`config.mk`:
```
export PLATFORM = sky130hd
export DESIGN_NAME = i2c_master_transfer_sequencer_top
export DESIGN_NICKNAME = d
export VERILOG_FILES = /design/src/rtl/core/i2cmts_pkg.sv /design/src/rtl/core/i2cmts_step.sv /design/src/rtl/core/i2cmts_out.sv /design/src/rtl/core/i2c_master_transfer_sequencer_top.sv
export SDC_FILE = /design/constraint.sdc
export NUM_CORES = 1
export LEC_CHECK = 0
export BUFFER_PORTS_ARGS = -buffer_cell sky130_fd_sc_hd__buf_2
export CORE_UTILIZATION = 55
export CTS_BUF_LIST = sky130_fd_sc_hd__clkbuf_8
export DETAILED_ROUTE_END_ITERATION = 10
export MAX_ROUTING_LAYER = met4
export PLACE_DENSITY = 0.88
export SYNTH_ARGS = -nofsm -noshare
export SYNTH_HDL_FRONTEND = slang
export SYNTH_SLANG_ARGS = --single-unit
```
`constraint.sdc`:
```
create_clock -name aclk -period 4.25 [get_ports aclk]
set_input_delay 1.0625 -clock aclk [delete_from_list [all_inputs] [get_ports aclk]]
set_output_delay 1.0625 -clock aclk [all_outputs]
set_load 0.01 [all_outputs]
```
`src/rtl/core/i2cmts_pkg.sv`:
```
`timescale 1ns / 1ps
// ----------------------------------------------------------------------------
// I2C master transfer sequencer package
// Phase and bus action codes, status constants and shared record types.
// ----------------------------------------------------------------------------
package i2cmts_pkg;

    typedef enum logic [2:0] {
        PH_IDLE  = 3'd0,
        PH_START = 3'd1,
        PH_ADDR  = 3'd2,
        PH_WDATA = 3'd3,
        PH_RDATA = 3'd4
    } phase_t;

    typedef enum logic [2:0] {
        ACT_NONE  = 3'd0,
        ACT_START = 3'd1,
        ACT_ADDR  = 3'd2,
        ACT_DATA  = 3'd3,
        ACT_RACK  = 3'd4,
        ACT_RNACK = 3'd5,
        ACT_STOP  = 3'd6,
        ACT_CLEAR = 3'd7
    } action_t;

    localparam logic [7:0] ST_MASK        = 8'hF8;
    localparam logic [7:0] ST_START       = 8'h08;
    localparam logic [7:0] ST_W_ADDR_NACK = 8'h20;
    localparam logic [7:0] ST_LOST        = 8'h38;
    localparam logic [7:0] ST_R_ADDR_NACK = 8'h48;
    localparam logic [7:0] ST_W_DATA_ACK  = 8'h28;
    localparam logic       READ_BIT       = 1'b1;

    localparam int IN_W  = 48;
    localparam int OUT_W = 40;

    // fixed-width part of the transfer context
    typedef struct packed {
        phase_t     phase;
        logic       is_read;
        logic [6:0] target_address;
    } ctx_t;

    typedef struct packed {
        logic [15:0] bytes_moved;
        logic        comm_error;
        logic        transfer_done;
        logic [7:0]  read_data;
        logic        data_valid;
        logic [7:0]  bus_byte;
        action_t     bus_action;
    } result_t;

endpackage

```
`src/rtl/core/i2cmts_step.sv`:
```
`timescale 1ns / 1ps
// ----------------------------------------------------------------------------
// I2C master transfer sequencer step logic
// Decides the next bus action, result fields and next context for one item.
// ----------------------------------------------------------------------------
module i2cmts_step
    import i2cmts_pkg::*;
#(
    parameter int COUNT_BITS = 16
) (
    input  logic                  mode,
    input  logic                  direction,
    input  logic [6:0]            slave_address,
    input  logic [15:0]           byte_total,
    input  logic [7:0]            bus_status,
    input  logic [7:0]            received_byte,
    input  logic [7:0]            write_byte,
    input  ctx_t                  ctx,
    input  logic [COUNT_BITS-1:0] count_goal,
    input  logic [COUNT_BITS-1:0] count_done,
    output ctx_t                  ctx_next,
    output logic [COUNT_BITS-1:0] count_goal_next,
    output logic [COUNT_BITS-1:0] count_done_next,
    output result_t               res
);

    localparam logic [COUNT_BITS-1:0] ONE = COUNT_BITS'(1);

    logic [7:0]            st;
    logic [COUNT_BITS-1:0] goal_in;
    logic [COUNT_BITS-1:0] inc;
    logic [COUNT_BITS-1:0] inc2;
    logic [31:0]           inc_ext;
    logic [31:0]           cnt_ext;

    assign st      = bus_status & ST_MASK;
    assign goal_in = COUNT_BITS'(byte_total);
    assign inc     = count_done + ONE;
    assign inc2    = inc + ONE;
    assign inc_ext = 32'(inc);
    assign cnt_ext = 32'(count_done);

    always_comb begin
        ctx_next        = ctx;
        count_goal_next = count_goal;
        count_done_next = count_done;
        res             = '0;
        res.bus_action  = ACT_NONE;
        if (!mode) begin
            ctx_next.is_read        = direction;
            ctx_next.target_address = slave_address;
            count_goal_next         = goal_in;
            count_done_next         = '0;
            if (direction && (goal_in == '0)) begin
                res.transfer_done = 1'b1;
                res.comm_error    = 1'b1;
                ctx_next.phase    = PH_IDLE;
            end else begin
                res.bus_action = ACT_START;
                ctx_next.phase = PH_START;
            end
        end else begin
            case (ctx.phase)
                PH_START: begin
                    if (st != ST_START) begin
                        res.transfer_done = 1'b1;
                        res.comm_error    = 1'b1;
                        ctx_next.phase    = PH_IDLE;
                    end else begin
                        res.bus_action = ACT_ADDR;
                        res.bus_byte   = {ctx.target_address, ctx.is_read & READ_BIT};
                        ctx_next.phase = PH_ADDR;
                    end
                end
                PH_ADDR: begin
                    if (st == (ctx.is_read ? ST_R_ADDR_NACK : ST_W_ADDR_NACK)) begin
                        res.bus_action    = ACT_STOP;
                        res.transfer_done = 1'b1;
                        res.comm_error    = 1'b1;
                        ctx_next.phase    = PH_IDLE;
                    end else if (st == ST_LOST) begin
                        res.bus_action    = ACT_CLEAR;
                        res.transfer_done = 1'b1;
                        res.comm_error    = 1'b1;
                        ctx_next.phase    = PH_IDLE;
                    end else if (ctx.is_read) begin
                        res.bus_action = (count_goal == ONE) ? ACT_RNACK : ACT_RACK;
                        ctx_next.phase = PH_RDATA;
                    end else if (count_goal == '0) begin
                        res.bus_action    = ACT_STOP;
                        res.transfer_done = 1'b1;
                        ctx_next.phase    = PH_IDLE;
                    end else begin
                        res.bus_action = ACT_DATA;
                        res.bus_byte   = write_byte;
                        ctx_next.phase = PH_WDATA;
                    end
                end
                PH_WDATA: begin
                    if (st == ST_W_DATA_ACK) begin
                        count_done_next = inc;
                        if (inc == count_goal) begin
                            res.bus_action    = ACT_STOP;
                            res.transfer_done = 1'b1;
                            res.bytes_moved   = inc_ext[15:0];
                            ctx_next.phase    = PH_IDLE;
                        end else begin
                            res.bus_action = ACT_DATA;
                            res.bus_byte   = write_byte;
                        end
                    end else begin
                        res.bus_action    = ACT_STOP;
                        res.transfer_done = 1'b1;
                        res.bytes_moved   = cnt_ext[15:0];
                        ctx_next.phase    = PH_IDLE;
                    end
                end
                PH_RDATA: begin
                    res.data_valid  = 1'b1;
                    res.read_data   = received_byte;
                    count_done_next = inc;
                    if (inc == count_goal) begin
                        res.bus_action    = ACT_STOP;
                        res.transfer_done = 1'b1;
                        res.bytes_moved   = inc_ext[15:0];
                        ctx_next.phase    = PH_IDLE;
                    end else begin
                        res.bus_action = (inc2 == count_goal) ? ACT_RNACK : ACT_RACK;
                    end
                end
                default: begin
                    ctx_next.phase = PH_IDLE;
                end
            endcase
        end
    end

endmodule

```
`src/rtl/core/i2cmts_out.sv`:
```
`timescale 1ns / 1ps
// ----------------------------------------------------------------------------
// I2C master transfer sequencer result register
// Holds one result transaction and forwards downstream ready upstream.
// ----------------------------------------------------------------------------
module i2cmts_out
    import i2cmts_pkg::*;
(
    input  logic             aclk,
    input  logic             aresetn,
    input  logic             load,
    input  result_t          res,
    output logic             load_ready,
    output logic             m_tvalid,
    input  logic             m_tready,
    output logic [OUT_W-1:0] m_tdata
);

    logic             valid_reg;
    logic [OUT_W-1:0] data_reg;

    assign load_ready = !valid_reg || m_tready;

    always_ff @(posedge aclk) begin
        if (!aresetn) begin
            valid_reg <= 1'b0;
        end else if (load_ready) begin
            valid_reg <= load;
        end
    end

    always_ff @(posedge aclk) begin
        if (load && load_ready) begin
            data_reg <= OUT_W'(res);
        end
    end

    assign m_tvalid = valid_reg;
    assign m_tdata  = data_reg;

endmodule

```
`src/rtl/core/i2c_master_transfer_sequencer_top.sv`:
```
`timescale 1ns / 1ps
// ----------------------------------------------------------------------------
// I2C master transfer sequencer
// Sequences one I2C master transfer over a byte-level bus engine.
// ----------------------------------------------------------------------------
// Each input transaction (a begin item or a bus status event) yields exactly
// one result transaction, registered in the cycle after acceptance. One item is
// taken every cycle while the result register is empty or being drained; the
// single result register and the combinational step logic set that rate.
module i2c_master_transfer_sequencer_top
    import i2cmts_pkg::*;
#(
    parameter int COUNT_BITS = 16
) (
    input  logic             aclk,
    input  logic             aresetn,
    input  logic             s_tvalid,
    output logic             s_tready,
    // direction[0], slave_address[7:1], byte_total[23:8], bus_status[31:24],
    // received_byte[39:32], write_byte[47:40]
    input  logic [IN_W-1:0]  s_tdata,
    // mode[0]
    input  logic [0:0]       s_tuser,
    output logic             m_tvalid,
    input  logic             m_tready,
    // bus_action[2:0], bus_byte[10:3], data_valid[11], read_data[19:12],
    // transfer_done[20], comm_error[21], bytes_moved[37:22], zero[39:38]
    output logic [OUT_W-1:0] m_tdata
);

    ctx_t                  ctx_reg;
    ctx_t                  ctx_next;
    logic [COUNT_BITS-1:0] goal_reg;
    logic [COUNT_BITS-1:0] goal_next;
    logic [COUNT_BITS-1:0] cnt_reg;
    logic [COUNT_BITS-1:0] cnt_next;
    result_t               res;
    logic                  accept;

    assign accept = s_tvalid && s_tready;

    i2cmts_step #(
        .COUNT_BITS(COUNT_BITS)
    ) u_step (
        .mode            (s_tuser[0]),
        .direction       (s_tdata[0]),
        .slave_address   (s_tdata[7:1]),
        .byte_total      (s_tdata[23:8]),
        .bus_status      (s_tdata[31:24]),
        .received_byte   (s_tdata[39:32]),
        .write_byte      (s_tdata[47:40]),
        .ctx             (ctx_reg),
        .count_goal      (goal_reg),
        .count_done      (cnt_reg),
        .ctx_next        (ctx_next),
        .count_goal_next (goal_next),
        .count_done_next (cnt_next),
        .res             (res)
    );

    always_ff @(posedge aclk) begin
        if (!aresetn) begin
            ctx_reg.phase          <= PH_IDLE;
            ctx_reg.is_read        <= 1'b0;
            ctx_reg.target_address <= '0;
            goal_reg               <= '0;
            cnt_reg                <= '0;
        end else if (accept) begin
            ctx_reg  <= ctx_next;
            goal_reg <= goal_next;
            cnt_reg  <= cnt_next;
        end
    end

    i2cmts_out u_out (
        .aclk       (aclk),
        .aresetn    (aresetn),
        .load       (s_tvalid),
        .res        (res),
        .load_ready (s_tready),
        .m_tvalid   (m_tvalid),
        .m_tready   (m_tready),
        .m_tdata    (m_tdata)
    );

`ifndef SYNTH
    a_result_follows: assert property (@(posedge aclk) disable iff (!aresetn)
        accept |=> m_tvalid)
        else $error("accepted item produced no result");

    a_done_to_idle: assert property (@(posedge aclk) disable iff (!aresetn)
        accept && res.transfer_done |=> ctx_reg.phase == PH_IDLE)
        else $error("finished transfer did not return to idle");

    a_error_no_count: assert property (@(posedge aclk) disable iff (!aresetn)
        m_tvalid && m_tdata[21] |-> m_tdata[20] && (m_tdata[37:22] == 16'd0))
        else $error("error result with byte count or without done");
`endif

endmodule
```
==> reports/metrics.yaml <==
outcome: "complete, but fails checks"
violations: "DRC"
synthArstFlopShare_pct: 0
routed_wl_um: 13140
yosysUniqueCellTypes: 71
critPathLaunch: "cnt_reg[0]"
hold_viol: 0
vias: 4789
max_freq_mhz: 279.4
cts_max_path_buffers: 2
clk_latency_ns: 0.37
die_width_um: 98.51
crit_arrival_ns: 3.70
final_antenna_net_count: 0
drc_errors: 3
cts_tree: "done"
fin_crit_ns: 3.579
numPortBuffers: 89
start_util_pct: 57.89
utilization_pct: 65.26
synthTopCellsByArea: "edfxtp_1 (22%), dfxtp_1 (17%), nand2_1 (6.8%)"
clk_pin_slew_ns: 0.10
worstReg2RegEnd: "u_out.m_tdata[0]"
slowest_delay_ns: 0.71
p_leak_nw: 2.262
layout.nets: 709
antenna_cells: 0
p_per_area_mw_per_mm2: 275.4
synth_top_cells_by_count: "nand2_1 (93), dfxtp_1 (44), edfxtp_1 (38), a21boi_0 (32), nor3_1 (30)"
ir_drop_uv: 157.3
hpwlAfterDp_um: 9324
num_rows: 34
cts-resized-gates: 0
skew_ns: 0.01882
grt_usage_pct: 28.53
grt.overflow.total: 0
synth.most_common_cell: "nand2_1"
end_kind: "flop"
cp_num_cells: 10
vias_per_cell: 6.244
grt_pass1_wl_um: 21310
required_ns: 4.37
synthFlopType: "dfxtp_1"
hp-class: "flop to flop"
yosys.area.top_type: "edfxtp_1"
netlist_instances: 588
synth_seq_cells: 82
numCtsBuffers: 9
grt_max_degree: 46
synth_area_sq_mm: 0.005122
setup_tns_ns: 0
tightest_slew_ns: 0.9411
core_area_sq_mm: 0.008848
slew_viol_final: 0
largest_reg_flops: 38
crit_end: "u_out.m_tdata[0]"
worstPathMaxFanout: 18
grt_pass1_vias: 4240
rr_worst_depth: 10
setup_viol: 0
cp_slowest_cell: "dfxtp_1"
die_h_um: 98.51
clock-sinks: 82
crit_buf_inv: 1
ys_seq_area_share_pct: 39.47
die_area_sq_mm: 0.009703
cp-start-kind: "flop"
syn2layout_area_growth_pct: 12.73
synth_edf_count: 38
drt_first_pass_iters: 10
drtIter0Drc: 378
synth_top_cell_area_share_pct: 22.28
yosys_warnings: 0
period_share_pct: 84.22
reg2reg_from: "cnt_reg[0]"
cts_hold_buf: 0
syn_area_per_cell_sq_um: 8.712
gp_congestion: 0.9094
slew_headroom_pct: 36.60
io-pin-count: 95
rrSetupSlack_ns: 0.67
root_buffer: "clkbuf_8"
rsz0062_at_grt: "false"
drive_gt1_share_pct: 19.88
cts_setup_buffers: 0
crit_family: "simple AND/OR/NAND/NOR gates"
htree_levels: 3
grt_antenna_before_repair: 0
worstPathCellList: "ha_1, buf_4, and3_1, nand3_1, a32oi_1, nand3_1, or3b_1, a31oi_1, a31oi_1, a41o_1"
maxCapViolations: 0
wire_per_inst_um: 17.13
path_class: "flop to flop"
[routing by layer]
| layer | GRT usage (%) | vias to the layer above | wire length [um] |
|---|---|---|---|
| li1 | - | 2267 | - |
| met1 | 38.55 | 2265 | 5800 |
| met2 | 45.07 | 236 | 6185 |
| met3 | 4.184 | 21 | 952 |
| met4 | 7.577 | 0 | 199 |
| met5 | - | - | 0 |
[kinds of logic after synthesis]
group	synth area share, %
flip-flops	39.47
adder cells (fa/ha/maj)	0.4884
XOR/XNOR	8.500
AO/OA/AOI/OAI	19.91
AND/OR/NAND/NOR	26.50
other	0.07321
buffers and inverters	5.056
[layout by cell type (no fill, tap or decap), types with 4 or more instances in the layout]
| cell type | n |
|---|---|
| nand2_1 | 93 |
| buf_2 | 89 |
| dfxtp_1 | 44 |
| edfxtp_1 | 38 |
| a21boi_0 | 32 |
| nor3_1 | 30 |
| a21oi_1 | 26 |
| nor2_1 | 24 |
| xnor2_1 | 18 |
| o21ai_0 | 18 |
| nand3_1 | 17 |
| nor4_1 | 15 |
| xor2_1 | 13 |
| buf_4 | 13 |
| inv_1 | 12 |
| nor2b_1 | 12 |
| a21o_1 | 12 |
| o21ai_1 | 12 |
| and2_1 | 11 |
| clkbuf_8 | 10 |
| a22o_1 | 8 |
| a31oi_1 | 7 |
| nand4_1 | 6 |
| and3_1 | 6 |
| nand2b_1 | 5 |
| nand4b_1 | 5 |
| xnor3_1 | 5 |
| o21bai_1 | 4 |
| o31a_1 | 4 |
| or3_1 | 4 |
| inv_6 | 4 |
[tightest hold or removal path, stage by stage (launching register included)]
cell and delay [ns]:
dfxtp_1 0.32, nand2_1 0.05, a21boi_0 0.06
[final cells by class]
cell class / count / area (sq um)
clock buffer: 10 / 137.6
clock inverter: 6 / 46.29
fill: 751 / 3074
inverter: 12 / 45.04
multi-input combinational: 447 / 2845
sequential: 82 / 2022
tap: 108 / 135.1
timing repair buffer: 102 / 543.0
[worst min-delay path by stage]
stage / from / to / cells after the start
6_report: ctx_reg[1] / ctx_reg[1] / 2
5_1_grt: ctx_reg[3] / ctx_reg[3] / 2
4_1_cts: ctx_reg[1] / ctx_reg[1] / 2
3_5_place_dp: ctx_reg[1] / ctx_reg[1] / 2
3_3_place_gp: ctx_reg[0] / ctx_reg[0] / 2
2_1_floorplan: ctx_reg[0] / ctx_reg[0] / 2
[per-stage QoR]
| step | hold WS (ns) | setup WS [ns] | total power (W) | std cells | cell area, sq um |
|---|---|---|---|---|---|
| finish | 0.4692 | 0.6705 | 0.001590 | 767 | 5774 |
| global route | 0.4993 | 0.4715 | 0.001650 | 767 | 5774 |
| CTS | 0.4747 | 0.7401 | 0.001600 | 767 | 5774 |
| detailed placement | 0.4619 | 0.7855 | 0.001069 | 751 | 5590 |
| global placement | 0.4557 | 0.8401 | 0.001063 | 751 | 5590 |
| floorplan | 0.4438 | 0.9976 | 0.0009990 | 589 | 5126 |
[power breakdown]
part           internal, W  leakage (nW)  switching, W
logic            0.0000765          1.43      0.000103
clock network     0.000235        0.0917      0.000303
registers         0.000852         0.742     0.0000213
Note: power is estimated with default switching activity, not from simulation.
